### src/thr_pkg.sv
// ----------------------------------------------------------------------------
// thr_pkg: shared types and constants of the top-hat r-peak rate block
// widths, window geometry, scaling constants, register indexes, controller
// state encoding and the command/status bundles between control and datapath
// ----------------------------------------------------------------------------
`timescale 1ns / 1ps
`default_nettype none

package thr_pkg;

   // field widths
   localparam int SAMPLE_W   = 10;
   localparam int FEATURE_W  = 14;
   localparam int RATE_W     = 8;
   localparam int SPM_W      = 20;
   localparam int GAP_W      = 16;
   localparam int COUNT_W    = 32;

   // stream and register port widths
   localparam int REQ_TDATA_W = 16;
   localparam int RSP_TDATA_W = 24;
   localparam int CSR_IDX_W   = 2;
   localparam int CSR_DATA_W  = 20;

   // register indexes
   localparam logic [CSR_IDX_W-1:0] CSR_SPM     = 2'd0;
   localparam logic [CSR_IDX_W-1:0] CSR_GAP_MIN = 2'd1;
   localparam logic [CSR_IDX_W-1:0] CSR_GAP_MAX = 2'd2;

   // register reset values
   localparam logic [SPM_W-1:0] SPM_RESET     = 20'd15000;
   localparam logic [GAP_W-1:0] GAP_MIN_RESET = 16'd50;
   localparam logic [GAP_W-1:0] GAP_MAX_RESET = 16'd500;

   // window geometry
   localparam int WINDOW_LEN  = 64;
   localparam int WIN_AW      = $clog2(WINDOW_LEN);
   localparam int LEAD_DELAY  = 8;
   localparam int LAG_DELAY   = 8;
   localparam int DELTA_DEPTH = LEAD_DELAY + LAG_DELAY + 1;
   localparam int WARM_COUNT  = WINDOW_LEN + LAG_DELAY;

   localparam logic [SAMPLE_W-1:0] EROSION_CAP = 10'd300;
   localparam logic [FEATURE_W-1:0] PEAK_LEVEL = 14'd10;

   // product and scaling: p / 1024 / 9 * 90
   localparam int DIFF_W     = SAMPLE_W + 1;
   localparam int PROD_W     = 2 * DIFF_W;
   localparam int PROD_SHIFT = 10;
   localparam int SCL_X_W    = 10;
   localparam int DIV9_MULT  = 7282;  // ceil(2^16 / 9), exact for x below 1024
   localparam int DIV9_SHIFT = 16;
   localparam int SCL_W      = 23;
   localparam int Q_W        = 7;
   localparam logic [FEATURE_W-1:0] FEAT_GAIN = 14'd90;

   localparam logic [RATE_W-1:0] RATE_SAT = 8'd255;

   // rate divider
   localparam int DIV_STEPS = SPM_W;
   localparam int DIV_CNT_W = $clog2(DIV_STEPS);

   typedef enum logic [3:0] {
      ST_IDLE,
      ST_SCAN,
      ST_DRAIN,
      ST_DELTA,
      ST_MUL,
      ST_SCALE,
      ST_DECIDE,
      ST_DIV,
      ST_OUT
   } ctrl_state_type;

   typedef struct packed {
      logic load;      // capture sample, write it into the ring
      logic scan;      // issue one ring read for the erosion
      logic delta;     // shift the top-hat delta into the delay line
      logic mul;       // register the window product
      logic scale;     // register the scaled quotient
      logic decide;    // peak decision, state update, divider start
      logic out_load;  // move the result into the output register
   } ctrl_cmd_type;

   typedef struct packed {
      logic scan_last;
      logic warm;
      logic div_req;
      logic div_done;
      logic out_free;
   } dp_status_type;

endpackage

`default_nettype wire

### src/tophat_ecg_rpeak_rate_top.sv
// ----------------------------------------------------------------------------
// tophat_ecg_rpeak_rate_top: top-hat qrs detector and heart-rate meter
// throughput: one sample at a time, the next is taken only once the last is through;
//   the pace is set by the 64-entry erosion scan over the single read port of the
//   sample ring plus, on a rate update, the restoring divider (20 quotient steps and
//   its done flag), and by any stall of the result channel
// reset: synchronous, active high; the ring memory is not cleared, a fill flag
//   stands in for its zeros, so samples are taken from the first cycle after
// ----------------------------------------------------------------------------
`timescale 1ns / 1ps
`default_nettype none

module tophat_ecg_rpeak_rate_top (
   input  wire logic                                clock,
   input  wire logic                                reset,
   // sample input channel
   input  wire logic                                req_tvalid,
   output logic                                     req_tready,
   input  wire logic [thr_pkg::REQ_TDATA_W-1:0]     req_tdata,   // [9:0] sample, [15:10] zero
   // result channel
   output logic                                     rsp_tvalid,
   input  wire logic                                rsp_tready,
   output logic [thr_pkg::RSP_TDATA_W-1:0]          rsp_tdata,   // [13:0] feature,
                                                                 // [21:14] heart_rate,
                                                                 // [23:22] zero
   output logic                                     rsp_tuser,   // [0] peak_found
   // register write channel
   input  wire logic                                csr_valid,
   output logic                                     csr_ready,
   input  wire logic [thr_pkg::CSR_IDX_W-1:0]       csr_index,
   input  wire logic [thr_pkg::CSR_DATA_W-1:0]      csr_data
);

   thr_pkg::ctrl_cmd_type  cmd;
   thr_pkg::dp_status_type status;

   // registers taken on any cycle; the user must write only while idle, not enforced
   assign csr_ready = 1'b1;

   // sequencer: the input side is open only in the idle state; a result that
   // still waits in the output register does not hold off the next sample,
   // only the next result
   thr_ctrl u_ctrl (
      .clock      (clock),
      .reset      (reset),
      .req_tvalid (req_tvalid),
      .req_tready (req_tready),
      .status     (status),
      .cmd        (cmd)
   );

   // datapath: ring write on the accept beat, then one ring read per cycle for
   // the running minimum, delta shift, window product, scaling, decision and
   // optional rate division; the first 72 samples give no result
   thr_datapath u_datapath (
      .clock      (clock),
      .reset      (reset),
      .cmd        (cmd),
      .status     (status),
      .req_tdata  (req_tdata),
      .csr_valid  (csr_valid && csr_ready),
      .csr_index  (csr_index),
      .csr_data   (csr_data),
      .rsp_tvalid (rsp_tvalid),
      .rsp_tready (rsp_tready),
      .rsp_tdata  (rsp_tdata),
      .rsp_tuser  (rsp_tuser)
   );

`ifndef SYNTH
   // an accepted beat always starts the erosion scan next
   a_accept_then_scan: assert property (@(posedge clock) disable iff (reset)
      (req_tvalid && req_tready) |=> cmd.scan)
      else $error("scan did not follow an accepted sample");

   // the result register is never overwritten while a result is still held
   a_no_overwrite: assert property (@(posedge clock) disable iff (reset)
      cmd.out_load |-> (!rsp_tvalid || rsp_tready))
      else $error("result register loaded while occupied");

   // a marked peak always carries a feature at or above the peak level
   a_peak_level: assert property (@(posedge clock) disable iff (reset)
      (rsp_tvalid && rsp_tuser) |-> (rsp_tdata[thr_pkg::FEATURE_W-1:0] >= thr_pkg::PEAK_LEVEL))
      else $error("peak marked with a low feature");
`endif

endmodule

`default_nettype wire

### src/thr_divider.sv
// ----------------------------------------------------------------------------
// thr_divider: restoring divider for the heart rate
// one quotient bit per cycle, samples per minute over the peak gap
// ----------------------------------------------------------------------------
`timescale 1ns / 1ps
`default_nettype none

module thr_divider (
   input  wire logic                        clock,
   input  wire logic                        reset,
   input  wire logic                        start,
   input  wire logic [thr_pkg::SPM_W-1:0]   dividend,
   input  wire logic [thr_pkg::GAP_W-1:0]   divisor,
   output logic                             done,
   output logic [thr_pkg::SPM_W-1:0]        quotient
);

   logic                              busy_ff, busy_in;
   logic                              done_ff, done_in;
   logic [thr_pkg::GAP_W-1:0]         rem_ff, rem_in;
   logic [thr_pkg::SPM_W-1:0]         quo_ff, quo_in;
   logic [thr_pkg::GAP_W-1:0]         dvs_ff, dvs_in;
   logic [thr_pkg::DIV_CNT_W-1:0]     cnt_ff, cnt_in;
   logic [thr_pkg::GAP_W:0]           shifted;
   logic [thr_pkg::GAP_W:0]           diff;
   logic                              fits;

   assign shifted = {rem_ff, quo_ff[thr_pkg::SPM_W-1]};
   assign diff    = shifted - {1'b0, dvs_ff};
   assign fits    = shifted >= {1'b0, dvs_ff};

   always_comb begin
      busy_in = busy_ff;
      done_in = 1'b0;
      rem_in  = rem_ff;
      quo_in  = quo_ff;
      dvs_in  = dvs_ff;
      cnt_in  = cnt_ff;
      if (start) begin
         busy_in = 1'b1;
         rem_in  = '0;
         quo_in  = dividend;
         dvs_in  = divisor;
         cnt_in  = '0;
      end else if (busy_ff) begin
         rem_in = fits ? diff[thr_pkg::GAP_W-1:0] : shifted[thr_pkg::GAP_W-1:0];
         quo_in = {quo_ff[thr_pkg::SPM_W-2:0], fits};
         cnt_in = cnt_ff + 1'b1;
         if (cnt_ff == thr_pkg::DIV_CNT_W'(thr_pkg::DIV_STEPS - 1)) begin
            busy_in = 1'b0;
            done_in = 1'b1;
         end
      end
   end

   always_ff @(posedge clock) begin
      if (reset) begin
         busy_ff <= 1'b0;
         done_ff <= 1'b0;
      end else begin
         busy_ff <= busy_in;
         done_ff <= done_in;
      end
      rem_ff <= rem_in;
      quo_ff <= quo_in;
      dvs_ff <= dvs_in;
      cnt_ff <= cnt_in;
   end

   assign done     = done_ff;
   assign quotient = quo_ff;

endmodule

`default_nettype wire

### src/thr_datapath.sv
// ----------------------------------------------------------------------------
// thr_datapath: sample ring, erosion scan, delta line, feature and peak state
// holds the configuration registers and the result register
// ----------------------------------------------------------------------------
`timescale 1ns / 1ps
`default_nettype none

module thr_datapath (
   input  wire logic                                clock,
   input  wire logic                                reset,
   input  wire thr_pkg::ctrl_cmd_type               cmd,
   output thr_pkg::dp_status_type                   status,
   input  wire logic [thr_pkg::REQ_TDATA_W-1:0]     req_tdata,
   input  wire logic                                csr_valid,
   input  wire logic [thr_pkg::CSR_IDX_W-1:0]       csr_index,
   input  wire logic [thr_pkg::CSR_DATA_W-1:0]      csr_data,
   output logic                                     rsp_tvalid,
   input  wire logic                                rsp_tready,
   output logic [thr_pkg::RSP_TDATA_W-1:0]          rsp_tdata,
   output logic                                     rsp_tuser
);

   // configuration
   logic [thr_pkg::SPM_W-1:0]      spm_ff;
   logic [thr_pkg::GAP_W-1:0]      gap_min_ff;
   logic [thr_pkg::GAP_W-1:0]      gap_max_ff;

   // sample ring and erosion scan
   logic [thr_pkg::SAMPLE_W-1:0]   ring_mem [thr_pkg::WINDOW_LEN];
   logic [thr_pkg::WIN_AW-1:0]     wp_ff;
   logic [thr_pkg::WIN_AW-1:0]     scan_idx_ff;
   logic [thr_pkg::SAMPLE_W-1:0]   rd_ff;
   logic                           rd_valid_ff;
   logic [thr_pkg::SAMPLE_W-1:0]   sample_ff;
   logic [thr_pkg::SAMPLE_W-1:0]   min_ff;

   // delta line, product, scale
   logic [thr_pkg::SAMPLE_W-1:0]   delta_ff [thr_pkg::DELTA_DEPTH];
   logic signed [thr_pkg::PROD_W-1:0] prod_ff;
   logic [thr_pkg::Q_W-1:0]        q_ff;

   // detector state
   logic [thr_pkg::COUNT_W-1:0]    count_ff;
   logic [thr_pkg::COUNT_W-1:0]    last_peak_ff;
   logic                           armed_ff;
   logic                           warm_ff;
   logic                           full_ff;
   logic [thr_pkg::RATE_W-1:0]     rate_ff;
   logic                           peak_ff;
   logic [thr_pkg::FEATURE_W-1:0]  feature_ff;

   // result register
   logic                           rsp_valid_ff;
   logic [thr_pkg::FEATURE_W-1:0]  rsp_feature_ff;
   logic                           rsp_peak_ff;
   logic [thr_pkg::RATE_W-1:0]     rsp_rate_ff;

   // combinational
   logic                           warm;
   logic                           full;
   logic [thr_pkg::SAMPLE_W-1:0]   erosion;
   logic [thr_pkg::SAMPLE_W-1:0]   delta;
   logic signed [thr_pkg::DIFF_W-1:0] diff_lead;
   logic signed [thr_pkg::DIFF_W-1:0] diff_new;
   logic                           prod_pos;
   logic [thr_pkg::SCL_X_W-1:0]    scl_x;
   logic [thr_pkg::SCL_W-1:0]      scaled;
   logic [thr_pkg::FEATURE_W-1:0]  feature;
   logic                           is_low;
   logic [thr_pkg::COUNT_W-1:0]    centre;
   logic [thr_pkg::COUNT_W-1:0]    gap;
   logic                           gap_ok;
   logic                           new_peak;
   logic                           div_start;
   logic                           div_done;
   logic [thr_pkg::SPM_W-1:0]      div_quo;

   // configuration writes, unknown indexes dropped
   always_ff @(posedge clock) begin
      if (reset) begin
         spm_ff     <= thr_pkg::SPM_RESET;
         gap_min_ff <= thr_pkg::GAP_MIN_RESET;
         gap_max_ff <= thr_pkg::GAP_MAX_RESET;
      end else if (csr_valid) begin
         unique case (csr_index)
            thr_pkg::CSR_SPM:     spm_ff     <= csr_data;
            thr_pkg::CSR_GAP_MIN: gap_min_ff <= csr_data[thr_pkg::GAP_W-1:0];
            thr_pkg::CSR_GAP_MAX: gap_max_ff <= csr_data[thr_pkg::GAP_W-1:0];
            default: ;
         endcase
      end
   end

   // ring memory, registered read
   always_ff @(posedge clock) begin
      if (cmd.load) begin
         ring_mem[wp_ff] <= req_tdata[thr_pkg::SAMPLE_W-1:0];
      end
      rd_ff <= ring_mem[scan_idx_ff];
   end

   // erosion scan
   always_ff @(posedge clock) begin
      if (reset) begin
         rd_valid_ff <= 1'b0;
         scan_idx_ff <= '0;
      end else begin
         rd_valid_ff <= cmd.scan;
         if (cmd.load) begin
            scan_idx_ff <= '0;
         end else if (cmd.scan) begin
            scan_idx_ff <= (scan_idx_ff == thr_pkg::WIN_AW'(thr_pkg::WINDOW_LEN - 1)) ?
                           '0 : scan_idx_ff + 1'b1;
         end
      end
      if (cmd.load) begin
         sample_ff <= req_tdata[thr_pkg::SAMPLE_W-1:0];
         min_ff    <= thr_pkg::EROSION_CAP;
      end else if (rd_valid_ff && (rd_ff < min_ff)) begin
         min_ff <= rd_ff;
      end
   end

   // ring entries are not cleared; until the ring is full the erosion counts as zero
   assign full    = full_ff || (count_ff >= thr_pkg::COUNT_W'(thr_pkg::WINDOW_LEN - 1));
   assign warm    = warm_ff || (count_ff >= thr_pkg::COUNT_W'(thr_pkg::WARM_COUNT));
   assign erosion = full ? min_ff : '0;
   assign delta   = sample_ff - erosion;

   // taps: newest at 0, centre at lag, lead sample further back
   assign diff_lead = $signed({1'b0, delta_ff[thr_pkg::LAG_DELAY]}) -
                      $signed({1'b0, delta_ff[thr_pkg::LAG_DELAY + thr_pkg::LEAD_DELAY]});
   assign diff_new  = $signed({1'b0, delta_ff[thr_pkg::LAG_DELAY]}) -
                      $signed({1'b0, delta_ff[0]});

   always_ff @(posedge clock) begin
      if (reset) begin
         for (int i = 0; i < thr_pkg::DELTA_DEPTH; i++) begin
            delta_ff[i] <= '0;
         end
      end else if (cmd.delta) begin
         delta_ff[0] <= delta;
         for (int i = 1; i < thr_pkg::DELTA_DEPTH; i++) begin
            delta_ff[i] <= delta_ff[i-1];
         end
      end
   end

   // product and scaling
   assign prod_pos = !prod_ff[thr_pkg::PROD_W-1] && (prod_ff != '0);
   assign scl_x    = prod_ff[thr_pkg::PROD_SHIFT +: thr_pkg::SCL_X_W];
   assign scaled   = thr_pkg::SCL_W'(scl_x) * thr_pkg::SCL_W'(thr_pkg::DIV9_MULT);

   always_ff @(posedge clock) begin
      if (cmd.mul) begin
         prod_ff <= diff_lead * diff_new;
      end
      if (cmd.scale) begin
         q_ff <= prod_pos ? scaled[thr_pkg::DIV9_SHIFT +: thr_pkg::Q_W] : '0;
      end
   end

   // peak decision
   assign feature  = thr_pkg::FEATURE_W'(q_ff) * thr_pkg::FEAT_GAIN;
   assign is_low   = feature < thr_pkg::PEAK_LEVEL;
   assign centre   = count_ff - thr_pkg::COUNT_W'(thr_pkg::LAG_DELAY);
   assign gap      = centre - last_peak_ff;
   assign gap_ok   = (gap < thr_pkg::COUNT_W'(gap_max_ff)) &&
                     (gap > thr_pkg::COUNT_W'(gap_min_ff));
   assign new_peak = warm && !is_low && armed_ff;
   assign div_start = cmd.decide && new_peak && gap_ok;

   always_ff @(posedge clock) begin
      if (reset) begin
         count_ff     <= '0;
         last_peak_ff <= '0;
         armed_ff     <= 1'b0;
         warm_ff      <= 1'b0;
         full_ff      <= 1'b0;
         rate_ff      <= '0;
         wp_ff        <= '0;
      end else begin
         if (cmd.decide) begin
            count_ff <= count_ff + 1'b1;
            warm_ff  <= warm;
            full_ff  <= full;
            wp_ff    <= (wp_ff == thr_pkg::WIN_AW'(thr_pkg::WINDOW_LEN - 1)) ?
                        '0 : wp_ff + 1'b1;
            if (warm) begin
               armed_ff <= is_low;
            end
            if (new_peak) begin
               last_peak_ff <= centre;
            end
         end
         if (div_done) begin
            rate_ff <= (div_quo > thr_pkg::SPM_W'(thr_pkg::RATE_SAT)) ?
                       thr_pkg::RATE_SAT : div_quo[thr_pkg::RATE_W-1:0];
         end
      end
      if (cmd.decide) begin
         feature_ff <= feature;
         peak_ff    <= new_peak;
      end
   end

   thr_divider u_divider (
      .clock    (clock),
      .reset    (reset),
      .start    (div_start),
      .dividend (spm_ff),
      .divisor  (gap[thr_pkg::GAP_W-1:0]),
      .done     (div_done),
      .quotient (div_quo)
   );

   // result register
   always_ff @(posedge clock) begin
      if (reset) begin
         rsp_valid_ff <= 1'b0;
      end else if (cmd.out_load) begin
         rsp_valid_ff <= 1'b1;
      end else if (rsp_tready) begin
         rsp_valid_ff <= 1'b0;
      end
      if (cmd.out_load) begin
         rsp_feature_ff <= feature_ff;
         rsp_peak_ff    <= peak_ff;
         rsp_rate_ff    <= rate_ff;
      end
   end

   assign rsp_tvalid = rsp_valid_ff;
   assign rsp_tdata  = {{(thr_pkg::RSP_TDATA_W - thr_pkg::FEATURE_W - thr_pkg::RATE_W){1'b0}},
                        rsp_rate_ff, rsp_feature_ff};
   assign rsp_tuser  = rsp_peak_ff;

   assign status.scan_last = scan_idx_ff == thr_pkg::WIN_AW'(thr_pkg::WINDOW_LEN - 1);
   assign status.warm      = warm;
   assign status.div_req   = new_peak && gap_ok;
   assign status.div_done  = div_done;
   assign status.out_free  = !rsp_valid_ff || rsp_tready;

endmodule

`default_nettype wire

### src/thr_ctrl.sv
// ----------------------------------------------------------------------------
// thr_ctrl: sequencer of one sample through scan, feature, decision and divide
// ----------------------------------------------------------------------------
`timescale 1ns / 1ps
`default_nettype none

module thr_ctrl (
   input  wire logic                    clock,
   input  wire logic                    reset,
   input  wire logic                    req_tvalid,
   output logic                         req_tready,
   input  wire thr_pkg::dp_status_type  status,
   output thr_pkg::ctrl_cmd_type        cmd
);

   thr_pkg::ctrl_state_type state_ff, state_in;

   always_ff @(posedge clock) begin
      if (reset) begin
         state_ff <= thr_pkg::ST_IDLE;
      end else begin
         state_ff <= state_in;
      end
   end

   always_comb begin
      state_in   = state_ff;
      cmd        = '0;
      req_tready = 1'b0;
      unique case (state_ff)
         thr_pkg::ST_IDLE: begin
            req_tready = 1'b1;
            if (req_tvalid) begin
               cmd.load = 1'b1;
               state_in = thr_pkg::ST_SCAN;
            end
         end
         thr_pkg::ST_SCAN: begin
            cmd.scan = 1'b1;
            if (status.scan_last) begin
               state_in = thr_pkg::ST_DRAIN;
            end
         end
         thr_pkg::ST_DRAIN: begin
            state_in = thr_pkg::ST_DELTA;
         end
         thr_pkg::ST_DELTA: begin
            cmd.delta = 1'b1;
            state_in  = thr_pkg::ST_MUL;
         end
         thr_pkg::ST_MUL: begin
            cmd.mul  = 1'b1;
            state_in = thr_pkg::ST_SCALE;
         end
         thr_pkg::ST_SCALE: begin
            cmd.scale = 1'b1;
            state_in  = thr_pkg::ST_DECIDE;
         end
         thr_pkg::ST_DECIDE: begin
            cmd.decide = 1'b1;
            if (!status.warm) begin
               state_in = thr_pkg::ST_IDLE;
            end else if (status.div_req) begin
               state_in = thr_pkg::ST_DIV;
            end else begin
               state_in = thr_pkg::ST_OUT;
            end
         end
         thr_pkg::ST_DIV: begin
            if (status.div_done) begin
               state_in = thr_pkg::ST_OUT;
            end
         end
         thr_pkg::ST_OUT: begin
            if (status.out_free) begin
               cmd.out_load = 1'b1;
               state_in     = thr_pkg::ST_IDLE;
            end
         end
         default: begin
            state_in = thr_pkg::ST_IDLE;
         end
      endcase
   end

endmodule

`default_nettype wire

### config.mk
export PLATFORM = sky130hd
export DESIGN_NAME = tophat_ecg_rpeak_rate_top
export DESIGN_NICKNAME = d
export VERILOG_FILES = /design/src/thr_pkg.sv /design/src/tophat_ecg_rpeak_rate_top.sv /design/src/thr_divider.sv /design/src/thr_datapath.sv /design/src/thr_ctrl.sv
export SDC_FILE = /design/constraint.sdc
export NUM_CORES = 2
export LEC_CHECK = 0
export ABC_CLOCK_PERIOD_IN_PS = 10230
export BUFFER_PORTS_ARGS = -buffer_cell sky130_fd_sc_hd__buf_4
export CAP_MARGIN = 30
export CORE_MARGIN = 4
export CORE_UTILIZATION = 60
export CTS_CLUSTER_DIAMETER = 30
export CTS_CLUSTER_SIZE = 30
export DETAILED_ROUTE_END_ITERATION = 12
export PLACE_DENSITY = 0.76
export SLEW_MARGIN = 0
export SYNTH_ARGS = -nofsm -noshare
export SYNTH_HDL_FRONTEND = slang
export SYNTH_HIERARCHICAL = 1
export SYNTH_SLANG_ARGS = --single-unit
### constraint.sdc
create_clock -name clock -period 10.23 [get_ports clock]
set_input_delay 1.023 -clock clock [delete_from_list [all_inputs] [get_ports clock]]
set_output_delay 1.023 -clock clock [all_outputs]
set_load 0.02 [all_outputs]
---- After elaboration in Yosys (flattened, before gate mapping) ----
Memory sizes are Yosys's and may differ from the RTL's. A register that Yosys moved wholly into a read port is not among the register bits.
Index checks and enable logic that the tools add are counted.
operators by class
  add/subtract/negate cells ............... 10
  multipliers ............................. 3
  $lt $le $gt $ge ......................... 8
  eq/ne operators ......................... 17
  muxes and demuxes ....................... 54
  bitwise operators ....................... 18
  reductions and logical operators ........ 27
operator list
  cell                                                                           number
  10-bit 2-to-1 mux                                                              18
  20-bit 2-to-1 mux                                                              2
  4-bit case mux with 9 select lines                                             1
  32-bit by 1-bit adder with 32-bit output, second input constant                1
  32-bit by 6-bit >= comparator with 1-bit output, second input constant         1
  32-bit by 7-bit >= comparator with 1-bit output, second input constant         1
  32-bit by 16-bit > comparator with 1-bit output                                1
  32-bit by 16-bit less-than comparator with 1-bit output                        1
  32-bit subtractor                                                              1
  32-bit by 4-bit subtractor with 32-bit output, second input constant           1
  4-bit 2-to-1 mux                                                               6
  1-bit 2-to-1 mux                                                               23
  10-bit by 12-bit multiplier with 22-bit output, second input constant          1
  11-bit by 11-bit multiplier with 22-bit output                                 1
  22-bit nonzero test                                                            1
  10-bit by 10-bit subtractor with 11-bit output                                 2
  20-bit by 8-bit > comparator with 1-bit output, second input constant          1
  17-bit by 16-bit >= comparator with 1-bit output                               1
  1-bit OR                                                                       17
  4-bit by 3-bit == test with 1-bit output, second input constant                4
  16-bit 2-to-1 mux                                                              1
  16-bit subtractor                                                              1
  14-bit by 4-bit less-than comparator with 1-bit output, second input constant  1
  7-bit by 6-bit multiplier with 13-bit output, second input constant            1
  other kinds (26)                                                               48
storage, ports and cells
  flip-flop bits (word level) ............. 289
  RAM bits ................................ 810
  input port bits ......................... 43
  output and inout port bits .............. 28
  memories ................................ 2
memories
  memory               depth  bits a word  rd ports  clocked after memory_dff  write ports  line                source
  u_datapath.ring_mem  64     10           1         1                         1            thr_datapath.sv:29  logic [thr_pkg::SAMPLE_W-1:0] ring_mem [thr_pkg::WINDOW_LEN];
  u_datapath.delta_ff  17     10           17        0                         17           thr_datapath.sv:38  logic [thr_pkg::SAMPLE_W-1:0] delta_ff [thr_pkg::DELTA_DEPTH];

---- Depth between registers and ports, before layout ----
  depth after elaboration ................. 9
  gate-level depth with buffers ........... 31

---- Cells and area by module ----
The synthesis kept the hierarchy.
modules (own cells, without submodules)
  module                     instances  cells an instance  area an instance (um^2)
  thr_datapath               1          3622               51018.9
  thr_divider                1          319                3442.1
  thr_ctrl                   1          47                 332.8
  tophat_ecg_rpeak_rate_top  1          2                  11.3

---- Worst setup path after synthesis ----
OpenSTA, ideal clock, no wires.
  path type ............................... flip-flop to flip-flop
  start ................................... register u_datapath/count_ff[3] (netlist bit)
  end ..................................... register u_datapath.u_divider.quo_ff, in the netlist u_datapath/u_divider/quotient[0] (enable)
  arrival time ............................ 6.898 ns
  required time ........................... 9.855 ns
  slack ................................... 2.957 ns
  stages on the path, launching flop included .. 29
  buffers on the path ..................... 3
  cell sequence ........................... dfxtp_1 > inv_1 > ha_1 > or4b_4 > or4_1 > nor3_1 > xor2_1 > ha_1 > clkbuf_1 > nand4_1 > nand2b_1 > a211oi_1 > nor2_1 > xnor2_1 > ha_1 > nand4_1 > or3_1 > o22ai_1 > or4_1 > a2111oi_0 > and3_1 > nand4b_1 > nor4_2 > nand4b_1 > nor2_1 > buf_6 > nor2_1 > buf_4 > inv_1
between the ends
  elaborated cells on any way between the ends .. 12
RTL lines
  element                                                                                                                            line                                      source
  from (decl)                                                                                                                        thr_datapath.sv:43                        logic [thr_pkg::COUNT_W-1:0] count_ff;
  from (signal assigned)                                                                                                             thr_datapath.sv:184                       count_ff <= count_ff + 1'b1;
  32-bit by 4-bit subtractor with 32-bit output *                                                                                    thr_datapath.sv:166                       assign centre = count_ff - thr_pkg::COUNT_W'(thr_pkg::LAG_DELAY);
  named net u_datapath.centre (one bit)                                                                                              thr_datapath.sv:70                        logic [thr_pkg::COUNT_W-1:0] centre;
  32-bit subtractor *                                                                                                                thr_datapath.sv:167                       assign gap = centre - last_peak_ff;
  named net u_datapath.gap (one bit)                                                                                                 thr_datapath.sv:71                        logic [thr_pkg::COUNT_W-1:0] gap;
  32-bit by 16-bit less-than comparator with 1-bit output / 32-bit by 16-bit > comparator with 1-bit output (equally long branches)  thr_datapath.sv:168, thr_datapath.sv:169
  1-bit logical AND *                                                                                                                thr_datapath.sv:168                       assign gap_ok = (gap < thr_pkg::COUNT_W'(gap_max_ff)) &&
  1-bit logical AND *                                                                                                                thr_datapath.sv:171                       assign div_start = cmd.decide && new_peak && gap_ok;
  named net u_datapath.div_start                                                                                                     thr_datapath.sv:74                        logic div_start;
  2-bit nonzero test (no line) *                                                                                                     -
  to (signal assigned)                                                                                                               thr_divider.sv:65                         quo_ff <= quo_in;
  to (decl)                                                                                                                          thr_divider.sv:21                         logic [thr_pkg::SPM_W-1:0] quo_ff, quo_in;
The timed path passes the listed nets; every way through them passes the cells marked *.
A chain may end at the register's enable or synchronous reset.

---- Worst setup path after layout ----
  start ................................... register u_datapath/count_ff[3] (netlist bit)
  end ..................................... register u_datapath.u_divider.quo_ff, in the netlist u_datapath/u_divider/quotient[13] (enable)
Same word-level chain as after synthesis.

==> reports/summary.txt <==
I/O Pins - 71
Worst Hold Launch - u_datapath/feature_ff[5]
num rows - 110
slowest cell on the critical path - inv_1
CP endpoint kind - flop
Reg area - 0.0314 sq mm
DP Area - 0.0563 sq mm
area occupied by multi-input gates - 0.0212 sq mm
Synth area leaders - edfxtp_1, mux4_2, dfxtp_1, ha_1, fa_1
RR Endpoint - u_datapath/u_divider/quotient[13]
Mapped Cells - 3990
Final Util - 0.700
Setup violations, final - 0
Final Cycle Share - 0.804
Clock Tree Buf Depth - 3
Worst R2R Start - u_datapath/count_ff[3]
internal power - 0.0139 W
Vias - 32.5k
Worst Hold Class - reg -> reg
Routed Antenna Nets - 0
most frequent CP cell - ha_1
setup TNS - 0 ps
CP max stage delay - 720 ps
Leak - 23.5 nW
Remaining Overflow, GRT - 0
crit path to - u_datapath/u_divider/quotient[13]
layout cells sized above 1 - 0.170
CORE AREA - 0.0903 sq mm
CP startpoint - u_datapath/count_ff[3]
critical path arrival - 8590 ps
warnings from Yosys - 6
Area Overhead vs Synth - 15.4%
first-pass GRT wire length - 190000 um
post_cts resized - 0
Post-synth ARST share - 0
Largest delay share family, worst path - simple AND/OR/NAND/NOR gates
Die ar. - 0.0962 sq mm
post-cts hold buffer count - 0
largest area contributor in the synthesized netlist - edfxtp_1
CP required - 10600 ps
Slew @ Worst Pin - 1060 ps
H-tree depth - 4
DR vias/cell - 5.94
Final Hold Viols - 0
Worst Path Max Fanout - 20
pin count of the biggest net entering global routing - 124
worst path buffer plus inverter count - 2
Iter 0 DRT Violations - 2779
clock latency on the worst-skew pair - 760 ps
Overall Power - 0.0215 W
drt first pass iters - 6
Detailed Place HPWL - 73500 um
Initial Util - 0.607
Worst Reg-to-Reg Cells - 25
Die Width - 310 um
# port buffers - 60
fin crit period - 8220 ps
Post-CTS Setup Inserts - 0
RSZ-0062 raised after global routing - no
Die H - 310 um
vias in the first global route - 33.1k
Top FF cell, synth - edfxtp_1
# diodes - 0
switching share of total power - 0.353
Root Driver - clkbuf_16
commonest non-fill, non-tap cell in the layout - edfxtp_1
Setup CP Type - reg -> reg
Critical Path Stages - 25
DRC Markers - 0
commonest non-fill, non-tap cells in the layout - edfxtp_1, inv_1, nor2_1, ha_1, nand2_1
Comb pwr share - 0.439
GRT Total Usage - 0.257
CP Launch Type - flop
Reg clk slew, reported paths - 50 ps
fmax - 122 MHz
clk_skew - 56.9 ps
clock sink total - 1109
maximum capacitance violations - 0
peak supply drop - 0.530 mV
fillers - 5776
total CTS buffers - 189
worst rel slew slack - 0.291
final net count - 4598
Pins Over Slew Limit - 0
PwrDens - 340 mW/mm^2
Clk pwr share - 0.301
R2R Setup Slk - 2010 ps
RD Place Congestion - 0.878
number of flops mapped to enable cells by yosys - 921
synthesized flop and latch total - 1109
Final Cell Area - 0.0632 sq mm
Sw Pwr - 0.00759 W
status - finished, final reports clean
mean post-synth cell area - 13.7 sq um
sequential element share of the synthesized area - 0.573
Synth Cell Area - 0.0548 sq mm
worst hold margin - 412 ps
top-area cell type share of the netlist area - 0.505
power share of the sequential group - 0.259
per-cell routed wire length - 22.2 um
initial antenna violation count - 1
CTS tree - built
WL final - 121000 um
post-synth cell types - 97
-- how the worst min path moves through the flow --
stage / to / cells past startpoint
after CTS: u_datapath/rsp_feature_ff[5] / 0
after global routing: u_datapath/rsp_feature_ff[5] / 0
after floorplan: u_datapath/rsp_feature_ff[10] / 0
final: u_datapath/rsp_feature_ff[5] / 0
after global placement: u_datapath/rsp_feature_ff[5] / 0
after detailed placement: u_datapath/rsp_feature_ff[2] / 0
-- worst reg2reg max path: stages, from the launching register on --
cell       delay, ps
dfxtp_1          370
inv_1            110
ha_1             210
or4b_4           510
or4_1            460
nor3_1           230
xor2_1           130
ha_1             500
nand4_1          240
nand2b_1         210
a211oi_1         530
nor2_1           130
xnor2_1          330
ha_1             310
nand4_1          130
or3_1            170
o22ai_1           90
or4_1            510
a2111oi_0        360
and3_1           210
nand4b_1         110
nor4_2           160
nand4b_1         360
nor2_4           450
nor2_1           330
inv_1            730
-- state kept, by name (all words and copies together) (netlist names), 7 cells and up --
register	flops
u_datapath/u_divider/quotient	20
u_datapath/rsp_rate_ff	8
u_datapath/u_divider/dvs_ff	16
u_datapath/feature_ff	13
u_datapath/prod_ff	22
u_datapath/count_ff	32
u_datapath/last_peak_ff	32
u_datapath/rate_ff	8
u_datapath/gap_max_ff	16
u_datapath/min_ff	10
u_datapath/delta_ff	170
u_datapath/rd_ff	10
u_datapath/spm_ff	20
u_datapath/q_ff	7
u_datapath/sample_ff	10
u_datapath/rsp_feature_ff	13
u_datapath/gap_min_ff	16
u_datapath/u_divider/rem_ff	16
u_datapath/ring_mem	640
-- power groups by stage --
stage	sequential (W)	combinational [W]	clock, W
detailed placement	0.00566	0.00947	0
floorplan	0.00560	0.00766	0
finish	0.00557	0.00944	0.00647
global placement	0.00565	0.00921	0
global route	0.00558	0.0109	0.00679
CTS	0.00557	0.00957	0.00655
-- final cells by class --
cell class,instances,area share
Timing Repair Buffer,121,0.0162
Tap cell,1176,0.0233
Clock buffer,212,0.0790
Multi-Input combinational cell,2331,0.335
Inverter,385,0.0229
Sequential cell,1109,0.497
Clock inverter,139,0.0265
-- Yosys cell counts, types with 19 or more instances --
library cell and n:
edfxtp_1 921, ha_1 262, mux4_2 210, nand4_1 29, nand2b_1 38, nor2_1 331, clkbuf_1 115, nor2b_1 27
o21ai_0 63, nand2_1 258, xnor2_1 88, mux2i_1 45, nand3_1 40, a21o_1 36, and3_1 23, mux2_2 20
o21bai_1 19, dfxtp_1 188, inv_1 382, nor3_1 56, and2_1 167, buf_1 21, fa_1 156, a21oi_1 138
xor2_1 71
-- per-layer routing --
layer,GRT usage,vias to the layer above,wire (um)
met4,0.0945,0,4360
met5,0,-,0
li1,-,14700,-
met2,0.452,1218,62600
met1,0.321,16300,46900
met3,0.0444,283,7400
-- kinds of logic after synthesis --
group,share of synthesized area
mux,0.0986
buf+inv,0.0409
fa+ha+maj,0.117
xor+xnor,0.0254
flops,0.573
other cells,0.000137
compound gates,0.0487
simple gates,0.0961
-- through the flow --
step                      instances  setup slack [ps]
after CTS                      5449              2040
final                          5473              2010
after global placement         5080              2250
after floorplan                3992              2960
after detailed placement       5098              2140
after global routing           5473              1450
No activity file was read; power rests on OpenSTA's default activity.
